[src/sv/sipa_pkg.sv]
// Shared types and constants of the scan-index pixel averager.
package sipa_pkg;

  // Field widths
  localparam int KIND_W   = 2;
  localparam int SAMPLE_W = 16;
  localparam int CLASS_W  = 6;
  localparam int POS_W    = 12;
  localparam int PAL_W    = 24;

  // Accumulator and register widths
  localparam int SUM_W    = 18;
  localparam int TOT_W    = SUM_W + 1;
  localparam int CNT_W    = 2;
  localparam int AVG_W    = 2;
  localparam int SSH_W    = 4;
  localparam int CSH_W    = 5;
  localparam int MASK_W   = 64;
  localparam int WIDTH_W  = 13;

  // Configuration port
  localparam int CFG_DW   = 64;
  localparam int CFG_AW   = 5;

  localparam logic [SUM_W-1:0]   SUM_MAX   = {SUM_W{1'b1}};
  localparam logic [CNT_W-1:0]   CNT_MAX   = {CNT_W{1'b1}};
  localparam logic [WIDTH_W-1:0] WIDTH_MAX = WIDTH_W'(4096);

  // Register reset values
  localparam logic [SSH_W-1:0]   SSH_RST   = '0;
  localparam logic [CSH_W-1:0]   CSH_RST   = CSH_W'(8);
  localparam logic [MASK_W-1:0]  MASK_RST  = {MASK_W{1'b1}};
  localparam logic [WIDTH_W-1:0] WIDTH_RST = WIDTH_W'(640);

  typedef enum logic [KIND_W-1:0] {
    KIND_ACC    = 2'd0,
    KIND_LAST   = 2'd1,
    KIND_NODATA = 2'd2,
    KIND_RSVD   = 2'd3
  } kind_t;

  typedef enum logic [1:0] {
    REG_MEAN_RSH  = 2'd0,
    REG_CLS_LSH   = 2'd1,
    REG_SHOW_MASK = 2'd2,
    REG_ROW_WIDTH = 2'd3
  } reg_idx_t;

  typedef struct packed {
    logic [SSH_W-1:0]   mean_rsh;
    logic [CSH_W-1:0]   cls_lsh;
    logic [MASK_W-1:0]  show_class_mask;
    logic [WIDTH_W-1:0] row_width;
  } cfg_t;

  // One finished pixel handed from front to back
  typedef struct packed {
    logic               show;
    logic [POS_W-1:0]   col;
    logic [POS_W-1:0]   row;
    logic [TOT_W-1:0]   total;
    logic [AVG_W-1:0]   avg_sh;
    logic [CLASS_W-1:0] cls;
  } pixel_cmd_t;

endpackage

[src/sv/sipa_if.sv]
// Valid/ready channel interfaces for entries and pixel results.
interface sipa_in_if
  import sipa_pkg::*;
();
  logic                valid;
  logic                ready;
  logic [KIND_W-1:0]   entry_kind;
  logic [SAMPLE_W-1:0] sample_value;
  logic [CLASS_W-1:0]  sample_class;

  modport source (output valid, entry_kind, sample_value, sample_class, input ready);
  modport sink   (input valid, entry_kind, sample_value, sample_class, output ready);
endinterface

interface sipa_out_if
  import sipa_pkg::*;
();
  logic             valid;
  logic             ready;
  logic             write_pixel;
  logic [POS_W-1:0] pixel_col;
  logic [POS_W-1:0] pixel_row;
  logic [PAL_W-1:0] palette_index;

  modport source (output valid, write_pixel, pixel_col, pixel_row, palette_index,
                  input ready);
  modport sink   (input valid, write_pixel, pixel_col, pixel_row, palette_index,
                  output ready);
endinterface

[src/sv/sipa_cfg.sv]
// APB-style configuration register file.
module sipa_cfg
  import sipa_pkg::*;
(
  input  logic              clk,
  input  logic              rst_n,
  input  logic              psel,
  input  logic              penable,
  input  logic              pwrite,
  input  logic [CFG_AW-1:0] paddr,
  input  logic [CFG_DW-1:0] pwdata,
  output logic [CFG_DW-1:0] prdata,
  output logic              pready,
  output cfg_t              cfg
);

  cfg_t     cfg_r;
  cfg_t     cfg_nxt;
  reg_idx_t idx;
  logic     wr_en;

  assign pready = 1'b1;
  assign idx    = reg_idx_t'(paddr[CFG_AW-1:3]);
  assign wr_en  = psel && penable && pwrite && pready;
  assign cfg    = cfg_r;

  // Decode the write request
  always_comb begin
    cfg_nxt = cfg_r;
    if (wr_en) begin
      unique case (idx)
        REG_MEAN_RSH:  cfg_nxt.mean_rsh        = pwdata[SSH_W-1:0];
        REG_CLS_LSH:   cfg_nxt.cls_lsh         = pwdata[CSH_W-1:0];
        REG_SHOW_MASK: cfg_nxt.show_class_mask = pwdata[MASK_W-1:0];
        REG_ROW_WIDTH: cfg_nxt.row_width       = pwdata[WIDTH_W-1:0];
      endcase
    end
  end

  // Return the addressed register
  always_comb begin
    unique case (idx)
      REG_MEAN_RSH:  prdata = CFG_DW'(cfg_r.mean_rsh);
      REG_CLS_LSH:   prdata = CFG_DW'(cfg_r.cls_lsh);
      REG_SHOW_MASK: prdata = CFG_DW'(cfg_r.show_class_mask);
      REG_ROW_WIDTH: prdata = CFG_DW'(cfg_r.row_width);
    endcase
  end

  always_ff @(posedge clk) begin
    if (!rst_n) begin
      cfg_r.mean_rsh        <= SSH_RST;
      cfg_r.cls_lsh         <= CSH_RST;
      cfg_r.show_class_mask <= MASK_RST;
      cfg_r.row_width       <= WIDTH_RST;
    end else begin
      cfg_r <= cfg_nxt;
    end
  end

endmodule

[src/sv/sipa_front.sv]
// Front end: accepts entries, accumulates samples and tracks the pixel position.
module sipa_front
  import sipa_pkg::*;
#(
  parameter int SAMPLE_BITS = 16,
  parameter int NUM_CLASSES = 64
) (
  input  logic       clk,
  input  logic       rst_n,
  input  cfg_t       cfg,
  sipa_in_if.sink    in_ch,
  input  logic       q_full,
  output logic       q_push,
  output pixel_cmd_t q_data
);

  localparam logic [SAMPLE_W-1:0] SAMP_MASK =
    SAMPLE_W'((64'(1) << SAMPLE_BITS) - 64'(1));
  localparam logic [CLASS_W:0] NCLS = (CLASS_W + 1)'(NUM_CLASSES);

  logic [SUM_W-1:0] sum_r, sum_nxt;
  logic [CNT_W-1:0] cnt_r, cnt_nxt;
  logic [POS_W-1:0] col_r, col_nxt;
  logic [POS_W-1:0] row_r, row_nxt;

  logic                accept;
  kind_t               kind;
  logic [SAMPLE_W-1:0] samp;
  logic [TOT_W-1:0]    total;
  logic [WIDTH_W-1:0]  eff_width;
  logic [POS_W-1:0]    col_inc;
  logic                visible;

  assign in_ch.ready = !q_full;
  assign accept      = in_ch.valid && in_ch.ready;
  assign kind        = kind_t'(in_ch.entry_kind);
  assign samp        = in_ch.sample_value & SAMP_MASK;
  assign total       = {1'b0, sum_r} + TOT_W'(samp);

  // Clamp row width into one to 4096
  always_comb begin
    priority if (cfg.row_width == '0) begin
      eff_width = WIDTH_W'(1);
    end else if (cfg.row_width > WIDTH_MAX) begin
      eff_width = WIDTH_MAX;
    end else begin
      eff_width = cfg.row_width;
    end
  end

  assign visible = ({1'b0, in_ch.sample_class} < NCLS) &&
                   cfg.show_class_mask[in_ch.sample_class];

  // Classify the entry and update accumulator state
  always_comb begin
    sum_nxt = sum_r;
    cnt_nxt = cnt_r;
    if (accept) begin
      unique case (kind)
        KIND_ACC: begin
          sum_nxt = total[SUM_W] ? SUM_MAX : total[SUM_W-1:0];
          if (cnt_r != CNT_MAX) begin
            cnt_nxt = cnt_r + CNT_W'(1);
          end
        end
        KIND_LAST: begin
          sum_nxt = '0;
          cnt_nxt = '0;
        end
        KIND_NODATA, KIND_RSVD: begin
        end
      endcase
    end
  end

  // Advance the pixel position once per finished pixel
  assign col_inc = col_r + POS_W'(1);
  always_comb begin
    col_nxt = col_r;
    row_nxt = row_r;
    if (q_push) begin
      if ({1'b0, col_inc} >= eff_width) begin
        col_nxt = '0;
        row_nxt = row_r + POS_W'(1);
      end else begin
        col_nxt = col_inc;
      end
    end
  end

  // Hand the finished pixel to the back end
  assign q_push = accept && (kind != KIND_ACC);
  always_comb begin
    q_data.show   = (kind == KIND_LAST) && visible;
    q_data.col    = col_r;
    q_data.row    = row_r;
    q_data.total  = total;
    q_data.avg_sh = AVG_W'(({1'b0, cnt_r} + 3'd1) >> 1);
    q_data.cls    = in_ch.sample_class;
  end

  always_ff @(posedge clk) begin
    if (!rst_n) begin
      sum_r <= '0;
      cnt_r <= '0;
      col_r <= '0;
      row_r <= '0;
    end else begin
      sum_r <= sum_nxt;
      cnt_r <= cnt_nxt;
      col_r <= col_nxt;
      row_r <= row_nxt;
    end
  end

endmodule

[src/sv/sipa_queue.sv]
// Short queue of finished pixels between front and back end.
module sipa_queue
  import sipa_pkg::*;
#(
  parameter int DEPTH = 2
) (
  input  logic       clk,
  input  logic       rst_n,
  input  logic       push,
  input  pixel_cmd_t push_data,
  output logic       full,
  input  logic       pop,
  output logic       not_empty,
  output pixel_cmd_t head
);

  localparam int PTR_W = (DEPTH > 1) ? $clog2(DEPTH) : 1;
  localparam int CNT_W = $clog2(DEPTH + 1);
  localparam logic [PTR_W-1:0] LAST_PTR = PTR_W'(DEPTH - 1);
  localparam logic [CNT_W-1:0] FULL_CNT = CNT_W'(DEPTH);

  pixel_cmd_t       mem_r [DEPTH];
  logic [PTR_W-1:0] wr_ptr_r, wr_ptr_nxt;
  logic [PTR_W-1:0] rd_ptr_r, rd_ptr_nxt;
  logic [CNT_W-1:0] count_r, count_nxt;
  logic             do_push;
  logic             do_pop;

  assign full      = (count_r == FULL_CNT);
  assign not_empty = (count_r != '0);
  assign head      = mem_r[rd_ptr_r];
  assign do_push   = push && !full;
  assign do_pop    = pop && not_empty;

  // Advance pointers and occupancy
  always_comb begin
    wr_ptr_nxt = wr_ptr_r;
    rd_ptr_nxt = rd_ptr_r;
    count_nxt  = count_r;
    if (do_push) begin
      wr_ptr_nxt = (wr_ptr_r == LAST_PTR) ? '0 : wr_ptr_r + PTR_W'(1);
    end
    if (do_pop) begin
      rd_ptr_nxt = (rd_ptr_r == LAST_PTR) ? '0 : rd_ptr_r + PTR_W'(1);
    end
    unique case ({do_push, do_pop})
      2'b10:   count_nxt = count_r + CNT_W'(1);
      2'b01:   count_nxt = count_r - CNT_W'(1);
      default: count_nxt = count_r;
    endcase
  end

  always_ff @(posedge clk) begin
    if (!rst_n) begin
      wr_ptr_r <= '0;
      rd_ptr_r <= '0;
      count_r  <= '0;
    end else begin
      wr_ptr_r <= wr_ptr_nxt;
      rd_ptr_r <= rd_ptr_nxt;
      count_r  <= count_nxt;
    end
  end

  // Store the pixel at the write pointer
  always_ff @(posedge clk) begin
    if (do_push) begin
      mem_r[wr_ptr_r] <= push_data;
    end
  end

endmodule

[src/sv/sipa_back.sv]
// Back end: averages, scales and offsets the sample into a palette index.
module sipa_back
  import sipa_pkg::*;
#(
  parameter int SAMPLE_BITS = 16
) (
  input  logic       clk,
  input  logic       rst_n,
  input  cfg_t       cfg,
  input  logic       q_not_empty,
  input  pixel_cmd_t q_head,
  output logic       q_pop,
  sipa_out_if.source out_ch
);

  localparam logic [SSH_W:0] SB = (SSH_W + 1)'(SAMPLE_BITS);

  logic             out_valid_r, out_valid_nxt;
  logic             write_r;
  logic [POS_W-1:0] col_r;
  logic [POS_W-1:0] row_r;
  logic [PAL_W-1:0] pal_r;

  logic [TOT_W-1:0] mean;
  logic [TOT_W-1:0] scaled;
  logic [TOT_W-1:0] keep_mask;
  logic [PAL_W-1:0] cls_off;
  logic [PAL_W-1:0] pal;

  // Take the head when the output register is free or drains
  assign q_pop = q_not_empty && (!out_valid_r || out_ch.ready);

  // Average, scale, mask and offset by class
  always_comb begin
    mean   = q_head.total >> q_head.avg_sh;
    scaled = mean >> cfg.mean_rsh;
    if ({1'b0, cfg.mean_rsh} < SB) begin
      keep_mask = (TOT_W'(1) << (SB - {1'b0, cfg.mean_rsh})) - TOT_W'(1);
    end else begin
      keep_mask = '0;
    end
    cls_off = PAL_W'(q_head.cls) << cfg.cls_lsh;
    pal     = PAL_W'(scaled & keep_mask) + cls_off;
  end

  always_comb begin
    out_valid_nxt = out_valid_r;
    if (q_pop) begin
      out_valid_nxt = 1'b1;
    end else if (out_ch.ready) begin
      out_valid_nxt = 1'b0;
    end
  end

  always_ff @(posedge clk) begin
    if (!rst_n) begin
      out_valid_r <= 1'b0;
    end else begin
      out_valid_r <= out_valid_nxt;
    end
  end

  // Load the result register
  always_ff @(posedge clk) begin
    if (q_pop) begin
      write_r <= q_head.show;
      col_r   <= q_head.col;
      row_r   <= q_head.row;
      pal_r   <= q_head.show ? pal : '0;
    end
  end

  assign out_ch.valid         = out_valid_r;
  assign out_ch.write_pixel   = write_r;
  assign out_ch.pixel_col     = col_r;
  assign out_ch.pixel_row     = row_r;
  assign out_ch.palette_index = pal_r;

endmodule

[src/sv/scan_index_pixel_averager_top.sv]
// Top level of the scan-index pixel averager.
//
// in_ch carries scan-converter entries (kind, sample, class). Accumulate
// entries only update the running sum and count and produce no request on
// out_ch; last, no-data and reserved entries each produce one pixel request with its
// column, row, draw flag and palette index.
// Throughput: one entry per cycle, sustained while out_ch takes results.
// An accepted pixel entry is written into the queue, and the back end then
// loads it from the queue head into its output register, which drives out_ch.
// The front end holds the accumulator and position counters; a two-entry
// queue decouples it from the back end, which does the averaging shift, the
// scale and mask and the class offset in one stage into its output register.
// When out_ch stalls, the output register holds, the queue fills, and
// in_ch.ready drops once the queue is full; no request is lost.
// Reset (rst_n low, synchronous) clears sum, count, position, the queue and
// the output valid, and loads the register reset values.
// Configuration registers sit on the APB port at byte addresses 0, 8, 16, 24;
// write them only while no entry is in flight.
module scan_index_pixel_averager_top
  import sipa_pkg::*;
#(
  parameter int SAMPLE_BITS = 16,
  parameter int NUM_CLASSES = 64,
  parameter int QUEUE_DEPTH = 2
) (
  input  logic              clk,
  input  logic              rst_n,
  sipa_in_if.sink           in_ch,
  sipa_out_if.source        out_ch,
  input  logic              psel,
  input  logic              penable,
  input  logic              pwrite,
  input  logic [CFG_AW-1:0] paddr,
  input  logic [CFG_DW-1:0] pwdata,
  output logic [CFG_DW-1:0] prdata,
  output logic              pready
);

  cfg_t       cfg;
  logic       q_push;
  logic       q_full;
  logic       q_pop;
  logic       q_not_empty;
  pixel_cmd_t q_in;
  pixel_cmd_t q_head;

  sipa_cfg u_cfg (
    .clk     (clk),
    .rst_n   (rst_n),
    .psel    (psel),
    .penable (penable),
    .pwrite  (pwrite),
    .paddr   (paddr),
    .pwdata  (pwdata),
    .prdata  (prdata),
    .pready  (pready),
    .cfg     (cfg)
  );

  sipa_front #(
    .SAMPLE_BITS (SAMPLE_BITS),
    .NUM_CLASSES (NUM_CLASSES)
  ) u_front (
    .clk    (clk),
    .rst_n  (rst_n),
    .cfg    (cfg),
    .in_ch  (in_ch),
    .q_full (q_full),
    .q_push (q_push),
    .q_data (q_in)
  );

  sipa_queue #(
    .DEPTH (QUEUE_DEPTH)
  ) u_queue (
    .clk       (clk),
    .rst_n     (rst_n),
    .push      (q_push),
    .push_data (q_in),
    .full      (q_full),
    .pop       (q_pop),
    .not_empty (q_not_empty),
    .head      (q_head)
  );

  sipa_back #(
    .SAMPLE_BITS (SAMPLE_BITS)
  ) u_back (
    .clk         (clk),
    .rst_n       (rst_n),
    .cfg         (cfg),
    .q_not_empty (q_not_empty),
    .q_head      (q_head),
    .q_pop       (q_pop),
    .out_ch      (out_ch)
  );

endmodule
[src/flat_wrapper.sv]
// flat-port wrapper written by rule: the top's interface ports become plain ports
module scan_index_pixel_averager_top_flat import sipa_pkg::*;
#(
  parameter int SAMPLE_BITS = 16,
  parameter int NUM_CLASSES = 64,
  parameter int QUEUE_DEPTH = 2
)
  (clk, rst_n, psel, penable, pwrite, paddr, pwdata, prdata, pready, in_ch_valid, in_ch_entry_kind, in_ch_sample_value, in_ch_sample_class, in_ch_ready, out_ch_valid, out_ch_write_pixel, out_ch_pixel_col, out_ch_pixel_row, out_ch_palette_index, out_ch_ready);
  sipa_in_if in_ch_i ();
  sipa_out_if out_ch_i ();
  input  logic clk;
  input  logic rst_n;
  input  logic psel;
  input  logic penable;
  input  logic pwrite;
  input  logic [CFG_AW-1:0] paddr;
  input  logic [CFG_DW-1:0] pwdata;
  output logic [CFG_DW-1:0] prdata;
  output logic pready;
  input wire logic [$bits(in_ch_i.valid)-1:0] in_ch_valid;
  input wire logic [$bits(in_ch_i.entry_kind)-1:0] in_ch_entry_kind;
  input wire logic [$bits(in_ch_i.sample_value)-1:0] in_ch_sample_value;
  input wire logic [$bits(in_ch_i.sample_class)-1:0] in_ch_sample_class;
  output wire logic [$bits(in_ch_i.ready)-1:0] in_ch_ready;
  output wire logic [$bits(out_ch_i.valid)-1:0] out_ch_valid;
  output wire logic [$bits(out_ch_i.write_pixel)-1:0] out_ch_write_pixel;
  output wire logic [$bits(out_ch_i.pixel_col)-1:0] out_ch_pixel_col;
  output wire logic [$bits(out_ch_i.pixel_row)-1:0] out_ch_pixel_row;
  output wire logic [$bits(out_ch_i.palette_index)-1:0] out_ch_palette_index;
  input wire logic [$bits(out_ch_i.ready)-1:0] out_ch_ready;
  assign in_ch_i.valid = in_ch_valid;
  assign in_ch_i.entry_kind = in_ch_entry_kind;
  assign in_ch_i.sample_value = in_ch_sample_value;
  assign in_ch_i.sample_class = in_ch_sample_class;
  assign in_ch_ready = in_ch_i.ready;
  assign out_ch_valid = out_ch_i.valid;
  assign out_ch_write_pixel = out_ch_i.write_pixel;
  assign out_ch_pixel_col = out_ch_i.pixel_col;
  assign out_ch_pixel_row = out_ch_i.pixel_row;
  assign out_ch_palette_index = out_ch_i.palette_index;
  assign out_ch_i.ready = out_ch_ready;
  scan_index_pixel_averager_top #(.SAMPLE_BITS(SAMPLE_BITS), .NUM_CLASSES(NUM_CLASSES), .QUEUE_DEPTH(QUEUE_DEPTH)) u_core (.clk(clk), .rst_n(rst_n), .in_ch(in_ch_i), .out_ch(out_ch_i), .psel(psel), .penable(penable), .pwrite(pwrite), .paddr(paddr), .pwdata(pwdata), .prdata(prdata), .pready(pready));
endmodule
[config.mk]
export PLATFORM = sky130hd
export DESIGN_NAME = scan_index_pixel_averager_top_flat
export DESIGN_NICKNAME = d
export VERILOG_FILES = /design/src/sv/sipa_pkg.sv /design/src/sv/sipa_if.sv /design/src/sv/sipa_cfg.sv /design/src/sv/sipa_front.sv /design/src/sv/sipa_queue.sv /design/src/sv/sipa_back.sv /design/src/sv/scan_index_pixel_averager_top.sv /design/src/flat_wrapper.sv
export SDC_FILE = /design/constraint.sdc
export NUM_CORES = 1
export LEC_CHECK = 0
export BUFFER_PORTS_ARGS = -buffer_cell sky130_fd_sc_hd__buf_2
export CELL_PAD_IN_SITES_DETAIL_PLACEMENT = 1
export CELL_PAD_IN_SITES_GLOBAL_PLACEMENT = 1
export CORE_MARGIN = 3
export CORE_UTILIZATION = 38
export CTS_BUF_LIST = sky130_fd_sc_hd__clkbuf_4 sky130_fd_sc_hd__clkbuf_8 sky130_fd_sc_hd__clkbuf_16
export DETAILED_ROUTE_END_ITERATION = 7
export PLACE_DENSITY = 0.66
export SLEW_MARGIN = 10
export SYNTH_ARGS = -nofsm -noshare
export SYNTH_HDL_FRONTEND = slang
export SYNTH_SLANG_ARGS = --single-unit
[constraint.sdc]
create_clock -name clk -period 5.6 [get_ports clk]
set_input_delay 0.28 -clock clk [delete_from_list [all_inputs] [get_ports clk]]
set_output_delay 0.28 -clock clk [all_outputs]
set_load 0.03 [all_outputs]
-- Word-level counts from Yosys, hierarchy flattened
Memory sizes are Yosys's and may differ from the RTL's. A register that Yosys moved wholly into a read port is not among the register bits.
Index checks and enable logic that the tools add are counted.
- memory bits (writable): 104
- register bits: 184
- memories kept: 1
- latch bits: 0
- memory bits (read-only): 0
- logic and storage cells: 91
- memories (memory ; words ; bits a word ; rd ports ; clocked after Yosys merged registers in ; write ports ; RTL line ; RTL):
    u_core.u_queue.mem_r ; 2 ; 52 ; 1 ; 1 ; 1 ; sipa_queue.sv:22 ; pixel_cmd_t mem_r [DEPTH];
- bitwise operators: 1
- shift-type cells: 4
- $mul: 0
- $lt $le $gt $ge: 3
- add/subtract/negate cells: 12
- div/mod/pow operators: 0
- mux-type cells: 19
- reductions and logical operators: 26
- equal/unequal tests: 9
- operators with widths (kind ; count):
    $pmux W64 S4 ; 1
    $pmux W18 S2 ; 1
    $mux W13 ; 2
    $add A12 B1 Y12 const B ; 2
    $add A19 B24 Y24 ; 1
    $shl A6 B5 Y24 ; 1
    $add A18 B16 Y19 ; 1
    $and A19 B19 Y19 ; 1
    $shl A1 B5 Y19 const A ; 1
    $shr A19 B2 Y19 ; 1
    $shr A19 B4 Y19 ; 1
    $sub A19 B2 Y19 const B ; 1
    $mux W18 ; 1
    $ge A12 B13 Y1 ; 1
    $gt A13 B13 Y1 const B ; 1
    $logic_not A13 Y1 ; 1
    $mux W12 ; 1
    $reduce_and A2 Y1 ; 6
    $reduce_bool A2 Y1 ; 5
    $mux W1 ; 9
    $eq A2 B2 Y1 const B ; 4
    $logic_and A1 B1 Y1 ; 8
    $pmux W2 S2 ; 2
    $lt A6 B7 Y1 const B ; 1
    other kinds (13) ; 20

-- Logic depth before layout (Yosys ltp)
Gate-level depths: netlist of run 1.
- depth after elaboration: 7
- mapped depth: 21
- gate-level depth less buffers: 19

-- Cells and area by module
A second synthesis of run 1 with hierarchy kept.
- cell total of the unflattened synthesis: 1562
- area, all modules: 16608.4 sq um
- by module, submodules not included (module ; instances ; seq. area each (sq um) ; cells each ; area each (sq um)):
    sipa_back ; 1 ; 1491.4 ; 463 ; 4504.3
    sipa_cfg ; 1 ; 1721.7 ; 464 ; 4352.9
    sipa_queue ; 1 ; 3223.1 ; 188 ; 3977.6
    sipa_front ; 1 ; 880.8 ; 447 ; 3773.6

-- Worst setup path before layout of run 1
No wires, ideal clock.
- kind: register -> register
- from: register (tool-made name)
- to: register u_core.u_back.pal_r[22] (netlist: u_core.u_back.out_ch.palette_index[22]), data pin
- data required time: 5.454 ns
- library setup time: 0.146 ns
- arrival time: 4.846 ns
- period minus slack after synthesis: 4.992 ns
- cell stages (with the launch flop): 19
- slack: 0.608 ns
- path through: dfxtp_1 > buf_6 > buf_2 > buf_2 > mux4_2 > mux4_2 > a221oi_1 > a21o_1 > ha_1 > inv_1 > fa_1 > nor2b_1 > o31ai_1 > a21oi_1 > a221oi_1 > o41ai_1 > a21oi_1 > or3b_2 > a21oi_1
- RTL lines (what ; RTL line ; RTL):
    end signal: assignment ; sipa_back.sv:69 ; pal_r <= q_head.show ? pal : '0;
    end: declaration ; sipa_back.sv:22 ; logic [PAL_W-1:0] pal_r;

==> results of run 1 <==
==> final timing paths <==
| kind | startpoint | depth (start not counted) | endpoint | slack [ns] |
|---|---|---|---|---|
| max | flop | 14 | u_core.u_back.out_ch.palette_index[21]$_SDFFCE_PN0P_ | 0.39 |
| min | pwdata[2] | 3 | u_core.u_cfg.cfg[2]$_SDFFE_PN0P_ | 0.07 |
| max reg2reg | flop | 14 | u_core.u_back.out_ch.palette_index[21]$_SDFFCE_PN0P_ | 0.39 |
| min reg2reg | u_core.u_front.sum_r[14]$_SDFFE_PN0P_ | 2 | u_core.u_front.sum_r[14]$_SDFFE_PN0P_ | 0.47 |
==> worst min-delay path, cell delays in order <==
cell and delay, ns:
buf_2 0.15, nand2_1 0.07, a21oi_1 0.06
==> stage by stage <==
step	std cells	setup WS, ns
after global routing	2378	0.0733
after global placement	2252	0.330
after CTS	2378	0.163
after floorplan	1580	0.608
after detailed placement	2252	0.200
final	2378	0.385
==> cell type report <==
type,count,area share [%]
clock buffer,51,5.55
timing repair buffer,299,9.79
clock inverter,13,0.588
sequential,289,38.2
multi-input combinational,1168,41.9
inverter,26,0.510
tap,532,3.48
==> cells in the mapped netlist, types with 9 or more instances <==
| master | count | area share [%] |
|---|---|---|
| buf_1 | 9 | 0.21 |
| a21oi_1 | 83 | 2.6 |
| ha_1 | 52 | 4.1 |
| clkbuf_1 | 79 | 1.9 |
| a31oi_1 | 9 | 0.36 |
| o211ai_1 | 9 | 0.43 |
| dfxtp_1 | 136 | 17 |
| nand2_1 | 240 | 5.7 |
| and3_1 | 17 | 0.67 |
| edfxtp_1 | 153 | 29 |
| nand2b_1 | 23 | 0.91 |
| xnor2_1 | 24 | 1.3 |
| mux4_2 | 41 | 5.9 |
| nor2b_1 | 33 | 1.3 |
| a21o_1 | 13 | 0.62 |
| o21ai_0 | 50 | 1.6 |
| and2_1 | 60 | 2.4 |
| a211oi_1 | 16 | 0.76 |
| o21a_1 | 9 | 0.43 |
| xor2_1 | 24 | 1.3 |
| nor2_1 | 125 | 3.0 |
| inv_1 | 24 | 0.57 |
| or2_2 | 9 | 0.36 |
| mux2_2 | 43 | 3.1 |
| or3_1 | 10 | 0.40 |
| nor3_1 | 20 | 0.63 |
| mux2i_1 | 75 | 4.8 |
| nand3_1 | 85 | 2.7 |
==> sequential cells by signal (all words and copies together) (netlist names), named ones only <==
name,flops
u_core.u_front.row_r,12
u_core.u_queue.count_r,2
u_core.u_queue.mem_r,104
u_core.u_queue.rd_ptr_r,1
u_core.u_back.out_ch.pixel_col,12
u_core.u_front.col_r,12
u_core.u_back.out_ch.pixel_row,12
u_core.u_front.sum_r,18
u_core.u_queue.wr_ptr_r,1
u_core.u_back.out_ch.valid,1
u_core.u_cfg.cfg,86
u_core.u_back.out_ch.write_pixel,1
u_core.u_back.out_ch.palette_index,24
u_core.u_front.cnt_r,2
==> routing by layer <==
metal  GRT usage [%]  up-vias
li1                -     6173
met1            26.2     6349
met2            37.8      292
met3            4.22       75
met4            6.97        2
met5               0        -
==> logic make-up after synthesis <==
| kind of cell | synth area share (%) |
|---|---|
| AO/OA/AOI/OAI | 10.0 |
| XOR/XNOR | 2.67 |
| adder cells (fa/ha/maj) | 4.38 |
| buffers and inverters | 3.05 |
| flip-flops | 46.4 |
| multiplexers | 14.0 |
| other | 0.0476 |
| AND/OR/NAND/NOR | 19.4 |
==> power groups by stage <==
stage	registers, W	logic [W]	clock network, W
after global placement	0.00277	0.00220	0
after global routing	0.00276	0.00247	0.00243
after CTS	0.00274	0.00228	0.00235
after detailed placement	0.00278	0.00224	0
final	0.00273	0.00226	0.00228
after floorplan	0.00307	0.00126	0
==> timing repair <==
| action | in CTS | in global routing |
|---|---|---|
| endpoints found under the setup margin | 0 | 4 |
| hold buffers | 62 | 0 |
| resized for setup | 0 | 2 |
| hold endpoints to repair | 72 | 0 |
==> flow_summary_export.csv, run 1 <==
group,metric,value,unit
finish,fin_area,19100,um2
synth,ys_ff_latch,289,
worst_setup_path,crit_buf_inv,1,
clock_tree,cts_setup_buffers,0,
detailed_routing,wl_met3,2380,um
worst_setup_path,critPathSlowestCell,"mux4_2",
synth,yosysWarnings,0,
power_and_ir_drop,ir_worst_vdd,0.198,mV
worst_setup_path,crit_family,"compound AO/OA/AOI/OAI gates",
worst_setup_path,critPathMaxFanout,7,
worst_setup_path,critical_path_arrival,5.51,ns
sta,fmax,0.192,GHz
power_and_ir_drop,comb_power_share,31.1,%
synth,syn_area,15800,um2
worst_hold_path,hold_path_class,"in -> reg",
clock_tree,cts.reportedPaths.clkPinSlew,0.06,ns
detailed_routing,drc_errors,0,
synth,postSynthCellCount,1578,
floorplanning,die_width,210,um
sta,slew-limit-headroom,30.7,%
grt,grt_pass1_wl,75500,um
job,max-cap-violations,0,
finish,area_delta_synth_final,21.4,%
sta,hold_viol_final,0,
detailed_routing,met2_length,23700,um
worst_setup_path,critPathMaxStageDelay,0.56,ns
sta,tightest_slew,1.04,ns
place,io_buffers,211,
detailed_routing,top_layer_used,"met5",
grt,grt_pass1_vias,13700,
grt,grt-ovfl-total,0,
grt,grt_antenna_before_repair,1,
status,outcome,"finished clean",
detailed_routing,drt-met1-wl,20300,um
floorplanning,start_util,38.5,%
detailed_routing,dr.pass1.iters,5,
place,place_congestion,0.816,
finish,final_cell_mix,"239 x nand2_1, 211 x buf_2, 153 x edfxtp_1, 135 x dfxtp_1, 123 x nor2_1",
finish,layout_commonest_cell,"nand2_1",
synth,seq_area_frac_synth,46.4,%
synth,synth_edf_count,153,
sta,whs,0.0655,ns
power_and_ir_drop,leakagePower,7.78,nW
sta,tns,0,ns
detailed_routing,drt.antenna.violating_nets,0,
place,dpl_cell_area,17300,um2
finish,drive_gt1_share,21.9,%
detailed_routing,dr_total_vias,12900,
finish,multi_input_area,8010,um2
finish,postLayoutCoreUtil,46.8,%
place,hpwl,33600,um
power_and_ir_drop,power.total,0.00727,W
sta,rsz0062_at_grt,"no",
synth,ys_async_sr_fraction,0,%
detailed_routing,first_iter_violations,688,
synth,synth_cell_types,70,
power_and_ir_drop,swShare,34.1,%
finish,nNetsFinal,1973,
sta,report.final.slew_viol_count,0,
worst_setup_path,cp-end-kind,"flop",
power_and_ir_drop,p_int,0.00479,W
synth,post_synth.cell_area_avg,9.99,um2
floorplanning,dieArea,44000,um2
sta,fin_crit_sh,93.1,%
floorplanning,io_pins,216,
worst_setup_path,cp.required,5.89,ns
power_and_ir_drop,p_clk_share,31.4,%
floorplanning,rows,74,
clock_tree,cts_buffer_depth,3,
worst_setup_path,worstSetupStartpointType,"flop",
sta,finalClockSkew,0.0197,ns
clock_tree,cts_sinks,289,
finish,diodes,0,
clock_tree,cts_root_buffer,"clkbuf_16",
detailed_routing,wl_per_cell,20.1,um
sta,period_needed,5.21,ns
detailed_routing,vias_per_cell,5.42,
clock_tree,clkLatencyLatePin,0.54,ns
power_and_ir_drop,switchingPower,0.00248,W
grt,grt_start_max_net_pins,87,
floorplanning,core_area,40900,um2
detailed_routing,drt-total-wl,47700,um
synth,synth_top_flop_cell,"edfxtp_1",
finish,fillers,4643,
sta,setup_viol,0,
clock_tree,htreeDepth,2,
floorplanning,die_h,210,um
finish,final-seq-area,7320,um2
grt,grtUsageTotal,21.4,%
power_and_ir_drop,pwr-share-seq,37.6,%
worst_setup_path,crit_chain,"mux2i_4 -> inv_1 -> mux4_2 -> mux4_2 -> or4b_1 -> o211ai_1 -> ha_1 -> o211ai_1 -> o211a_1 -> o32a_1 -> o311ai_1 -> a41oi_1 -> or4_1 -> and3_1",
clock_tree,cts_tree,"yes",
worst_setup_path,path_class,"reg -> reg",
clock_tree,cts_inserted_buffers,35,
power_and_ir_drop,powerDensity,380,nW/um2
No activity file was read; power rests on OpenSTA's default activity.
==> inputs of run 2 (changes only) <==
Settings changed: CORE_UTILIZATION 38 to 40, PLACE_DENSITY 0.66 to 0.69.
==> run 2 against run 1 <==
- critical endpoint unchanged
- global-route usage rose by 0.30 points
- clock power shrank 6%
- largest power group unchanged
- largest cell class unchanged
- non-clock buffer count fell by 4
- routed wire length is 4.4% lower
==> flow_summary_export.csv, run 2 (synthesis gave the netlist of run 1 again) <==
group,metric,value,unit
status,outcome,"finished clean",
worst_setup_path,critPathMaxFanout,7,
finish,drive_gt1_share,21.8,%
grt,grt_pass1_vias,13400,
finish,area_delta_synth_final,20.5,%
detailed_routing,dr_total_vias,12800,
finish,layout_commonest_cell,"nand2_1",
grt,grt_use_met1,28.7,%
worst_setup_path,path_class,"reg -> reg",
worst_setup_path,critical_path_arrival,5.53,ns
grt,grt-ovfl-total,0,
grt,grtUsageTotal,21.7,%
place,place_congestion,0.851,
sta,slew-limit-headroom,31.0,%
sta,period_needed,5.24,ns
clock_tree,cts_inserted_buffers,35,
finish,largest_reg_flops,104,
floorplanning,io_pins,216,
worst_hold_path,hold_path_class,"in -> reg",
worst_setup_path,cp.required,5.88,ns
grt,met3_usage,4.83,%
grt,grt_antenna_before_repair,2,
floorplanning,start_util,40.6,%
finish,fin_area,19000,um2
finish,regMostFlops,"u_core.u_queue.mem_r",
finish,final_cell_mix,"239 x nand2_1, 211 x buf_2, 153 x edfxtp_1, 135 x dfxtp_1, 123 x nor2_1",
finish,nNetsFinal,1969,
place,io_buffers,211,
clock_tree,clkLatencyLatePin,0.53,ns
detailed_routing,drc_errors,0,
sta,whs,0.0233,ns
power_and_ir_drop,ir_worst_vdd,0.225,mV
sta,rsz0062_at_grt,"no",
grt,grt_start_max_net_pins,76,
sta,fmax,0.191,GHz
sta,fin_crit_sh,93.7,%
grt,global_route.usage.met2,36.2,%
detailed_routing,vias_per_cell,5.41,
sta,hold_viol_final,0,
sta,finalClockSkew,0.0152,ns
grt,busiest_layer,"met2",
power_and_ir_drop,powerDensity,374,nW/um2
sta,tightest_slew,1.03,ns
worst_setup_path,worstSetupStartpointType,"flop",
floorplanning,dieArea,41800,um2
finish,postLayoutCoreUtil,48.9,%
floorplanning,core_area,38800,um2
sta,setup_viol,0,
detailed_routing,wl_per_cell,19.4,um
finish,final_cells,2358,
clock_tree,cts_sinks,289,
clock_tree,cts_tree,"yes",
clock_tree,cts_root_buffer,"clkbuf_16",
detailed_routing,drt.antenna.violating_nets,0,
clock_tree,cts_setup_buffers,0,
sta,report.final.slew_viol_count,0,
finish,diodes,0,
floorplanning,die_width,205,um
worst_setup_path,cp-end-kind,"flop",
place,place_inst,2237,
power_and_ir_drop,leakagePower,7.71,nW
clock_tree,cts.reportedPaths.clkPinSlew,0.06,ns
clock_tree,cts_buffer_depth,3,
detailed_routing,drt-total-wl,45700,um
grt,grt_pass1_wl,73000,um
detailed_routing,dr.pass1.iters,5,
floorplanning,rows,72,
floorplanning,die_h,205,um
place,dpl_cell_area,17300,um2
detailed_routing,first_iter_violations,615,
clock_tree,htreeDepth,2,
finish,fillers,4348,
job,max-cap-violations,0,
sta,tns,0,ns
place,hpwl,32200,um
-- run 2: cell count changes in the layout (fill, tap and decap cells not counted), moves of 2 or more --
cell and change:
clkbuf_16 -2, clkbuf_4 -2, dlygate4sd3_1 -3, inv_6 +2
-- run 2: final timing paths --
check             cells after the start                                   from                                                   end  slack (ns)
hold reg to reg                       2  u_core.u_front.sum_r[11]$_SDFFE_PN0P_                 u_core.u_front.sum_r[11]$_SDFFE_PN0P_        0.46
setup / recovery                     14                                   flop  u_core.u_back.out_ch.palette_index[21]$_SDFFCE_PN0P_        0.36
hold / removal                        3                             pwdata[12]                     u_core.u_cfg.cfg[25]$_SDFFE_PN1P_        0.02
setup reg to reg                     14                                   flop  u_core.u_back.out_ch.palette_index[21]$_SDFFCE_PN0P_        0.36
-- run 2: metrics by stage --
stage,worst slack [ns],total power [W]
finish,0.355,0.00711
global route,0.0783,0.00749
CTS,0.222,0.00718
detailed placement,0.240,0.00497
global placement,0.368,0.00493
floorplan,0.608,0.00433
-- run 2: cell type report --
class	instances	area [um2]	area share, %
clock buffers	46	983	5.17
inverters	26	97.6	0.514
repair buffers	295	1830	9.65
clock inverters	16	109	0.573
well taps	518	648	3.41
multi-input cells	1168	8010	42.2
flip-flops and latches	289	7320	38.5
-- run 2: critical path, stage by stage, from the launching register on --
cell and delay, ns:
dfxtp_2 0.42, mux2i_4 0.37, inv_1 0.12, mux4_2 0.52, mux4_2 0.54, or4b_1 0.49
o211ai_1 0.13, ha_1 0.27, o211ai_1 0.13, o211a_1 0.26, o32a_1 0.37, o311ai_1 0.46
a41oi_1 0.30, or4_1 0.44, and3_1 0.17
-- run 2: power by group --
group	switching, W	internal (W)	total, W
combinational	0.00143	0.000795	0.00222
sequential	0.000119	0.00261	0.00273
clock	0.000901	0.00125	0.00215
total	0.00245	0.00466	0.00711
-- run 2: what timing repair did --
| item | in CTS | in global routing |
|---|---|---|
| hold buffers | 59 | 0 |
| setup endpoints to repair | 0 | 2 |
| hold endpoints to repair | 67 | 0 |
| resized for setup | 0 | 1 |
-- run 2: per-layer routing --
layer / routed length (um) / vias up
met5: 13 / -
met4: 961 / 2
met3: 2110 / 66
met2: 21600 / 238
met1: 20900 / 6276
li1: - / 6171
==> inputs of run 3 (changes only) <==
Settings changed: CORE_ASPECT_RATIO set to 0.7.
==> run 3 against run 2 <==
- setup slack worse by 0.0094 ns
- non-clock buffer count is 9 higher
- via count is 1.2% higher
- clock skew is 0.022 ns higher
- global-route usage increased by 0.33 points
- maximum frequency is 0.18% lower
- first-iteration DRC count rose by 25%
- critical path depth unchanged
- sequential cell count did not move
- cell area increased by 0.24%
- largest cell class unchanged
- largest power group unchanged
==> flow_summary_export.csv, run 3 (synthesis gave the netlist of run 1 again) <==
group,metric,value,unit
sta,tns,0,ns
finish,largest_reg_flops,104,
worst_setup_path,cp.required,5.93,ns
clock_tree,htreeDepth,1,
finish,nNetsFinal,1973,
floorplanning,dieArea,41900,um2
place,dpl_cell_area,17300,um2
power_and_ir_drop,switchingPower,0.00241,W
place,hpwl,32700,um
power_and_ir_drop,pwr-share-seq,38.9,%
floorplanning,die_width,243,um
clock_tree,clkLatencyLatePin,0.60,ns
finish,fillers,4363,
detailed_routing,vias_per_cell,5.44,
worst_setup_path,critical_path_arrival,5.58,ns
finish,layout_commonest_cell,"nand2_1",
power_and_ir_drop,p_int,0.00460,W
power_and_ir_drop,swShare,34.4,%
finish,fin_area,19100,um2
grt,grt_pass1_vias,13200,
detailed_routing,wl_per_cell,19.9,um
clock_tree,cts.reportedPaths.clkPinSlew,0.06,ns
power_and_ir_drop,ir_worst_vdd,0.243,mV
finish,postLayoutCoreUtil,49.3,%
grt,grtUsageTotal,22.0,%
place,place_congestion,0.851,
place,io_buffers,211,
clock_tree,cts_inserted_buffers,30,
worst_hold_path,hold_path_class,"in -> reg",
sta,slew-limit-headroom,35.7,%
sta,setup_viol,0,
floorplanning,core_area,38700,um2
clock_tree,cts_buffer_depth,3,
sta,report.final.slew_viol_count,0,
clock_tree,cts_tree,"yes",
detailed_routing,dr.pass1.iters,8,
clock_tree,cts_root_buffer,"clkbuf_16",
sta,fin_crit_sh,93.8,%
worst_setup_path,path_class,"reg -> reg",
status,outcome,"finished clean",
sta,period_needed,5.25,ns
detailed_routing,first_iter_violations,769,
power_and_ir_drop,p_clk_share,29.2,%
grt,grt_pass1_wl,74400,um
finish,regMostFlops,"u_core.u_queue.mem_r",
job,max-cap-violations,0,
sta,finalClockSkew,0.0375,ns
grt,grt_antenna_before_repair,3,
detailed_routing,drt-total-wl,47100,um
detailed_routing,drt.antenna.violating_nets,0,
worst_setup_path,critPathMaxFanout,7,
worst_hold_path,worstHoldStart,"in_ch_sample_class[2]",
sta,hold_viol_final,0,
power_and_ir_drop,comb_power_share,31.9,%
finish,area_delta_synth_final,20.8,%
grt,grt_start_max_net_pins,87,
clock_tree,cts_setup_buffers,0,
power_and_ir_drop,leakagePower,7.73,nW
worst_setup_path,worstSetupStartpointType,"flop",
detailed_routing,drc_errors,0,
sta,fmax,0.190,GHz
power_and_ir_drop,powerDensity,368,nW/um2
finish,final_cell_mix,"239 x nand2_1, 211 x buf_2, 153 x edfxtp_1, 135 x dfxtp_1, 123 x nor2_1",
floorplanning,start_util,40.8,%
detailed_routing,dr_total_vias,12900,
finish,drive_gt1_share,21.7,%
floorplanning,rows,60,
floorplanning,die_h,172,um
clock_tree,cts_sinks,289,
worst_setup_path,cp-end-kind,"flop",
grt,grt-ovfl-total,0,
floorplanning,io_pins,216,
sta,tightest_slew,0.960,ns
[run 3: cell type report]
| class | count | area, um2 | share of cell area [%] |
|---|---|---|---|
| sequential | 289 | 7320 | 38.4 |
| inverter | 26 | 97.6 | 0.512 |
| tap | 527 | 659 | 3.46 |
| antenna | 2 | 5.00 | 0.0263 |
| multi-input combinational | 1168 | 8020 | 42.1 |
| clock inverter | 12 | 131 | 0.690 |
| clock buffer | 44 | 881 | 4.62 |
| timing repair buffer | 304 | 1930 | 10.2 |
[run 3: power groups by stage]
stage / combinational [W] / sequential, W / clock, W
2_1_floorplan: 0.00126 / 0.00307 / 0
3_3_place_gp: 0.00216 / 0.00277 / 0
3_5_place_dp: 0.00220 / 0.00278 / 0
4_1_cts: 0.00225 / 0.00274 / 0.00210
5_1_grt: 0.00245 / 0.00276 / 0.00219
6_report: 0.00224 / 0.00273 / 0.00205
[run 3: final timing paths]
path	slack (ns)	to	cells past startpoint
max	0.35	u_core.u_back.out_ch.palette_index[21]$_SDFFCE_PN0P_	14
min	0.02	u_core.u_queue.mem_r[1][2]$_DFFE_PP_	1
max reg2reg	0.35	u_core.u_back.out_ch.palette_index[21]$_SDFFCE_PN0P_	14
min reg2reg	0.46	u_core.u_front.sum_r[4]$_SDFFE_PN0P_	2
[run 3: repair_timing]
item | CTS | global route
endpoints found under the setup margin | 0 | 4
gates resized for setup | 0 | 2
hold endpoints to repair | 88 | 0
hold buffers | 67 | 0
[run 3: layer usage]
layer / wire, um / share of wire, % / up-vias / GRT usage, %
li1: - / - / 6167 / -
met5: 0 / 0 / - / 0
met4: 1090 / 2.3 / 0 / 5.27
met3: 1480 / 3.1 / 68 / 3.10
met1: 22300 / 47 / 6467 / 31.0
met2: 22300 / 47 / 210 / 36.2
[run 3: critical path, cell delays in order (launching register included)]
cell	delay [ns]
dfxtp_2	0.47
mux2i_4	0.39
inv_1	0.13
mux4_2	0.52
mux4_2	0.54
or4b_1	0.50
o211ai_1	0.13
ha_1	0.29
o211ai_1	0.14
o211a_1	0.26
o32a_1	0.38
o311ai_2	0.37
a41oi_1	0.27
or4_1	0.44
and3_1	0.17
[run 3: per-stage QoR]
step                hold slack, ns  std cells  total power, W  worst slack (ns)
finish                      0.0233       2372         0.00702             0.346
global route                0.0161       2372         0.00741           -0.0413
CTS                         0.0121       2370         0.00709             0.213
detailed placement           0.453       2247         0.00498             0.239
global placement             0.439       2247         0.00493             0.291
floorplan                    0.379       1580         0.00433             0.608
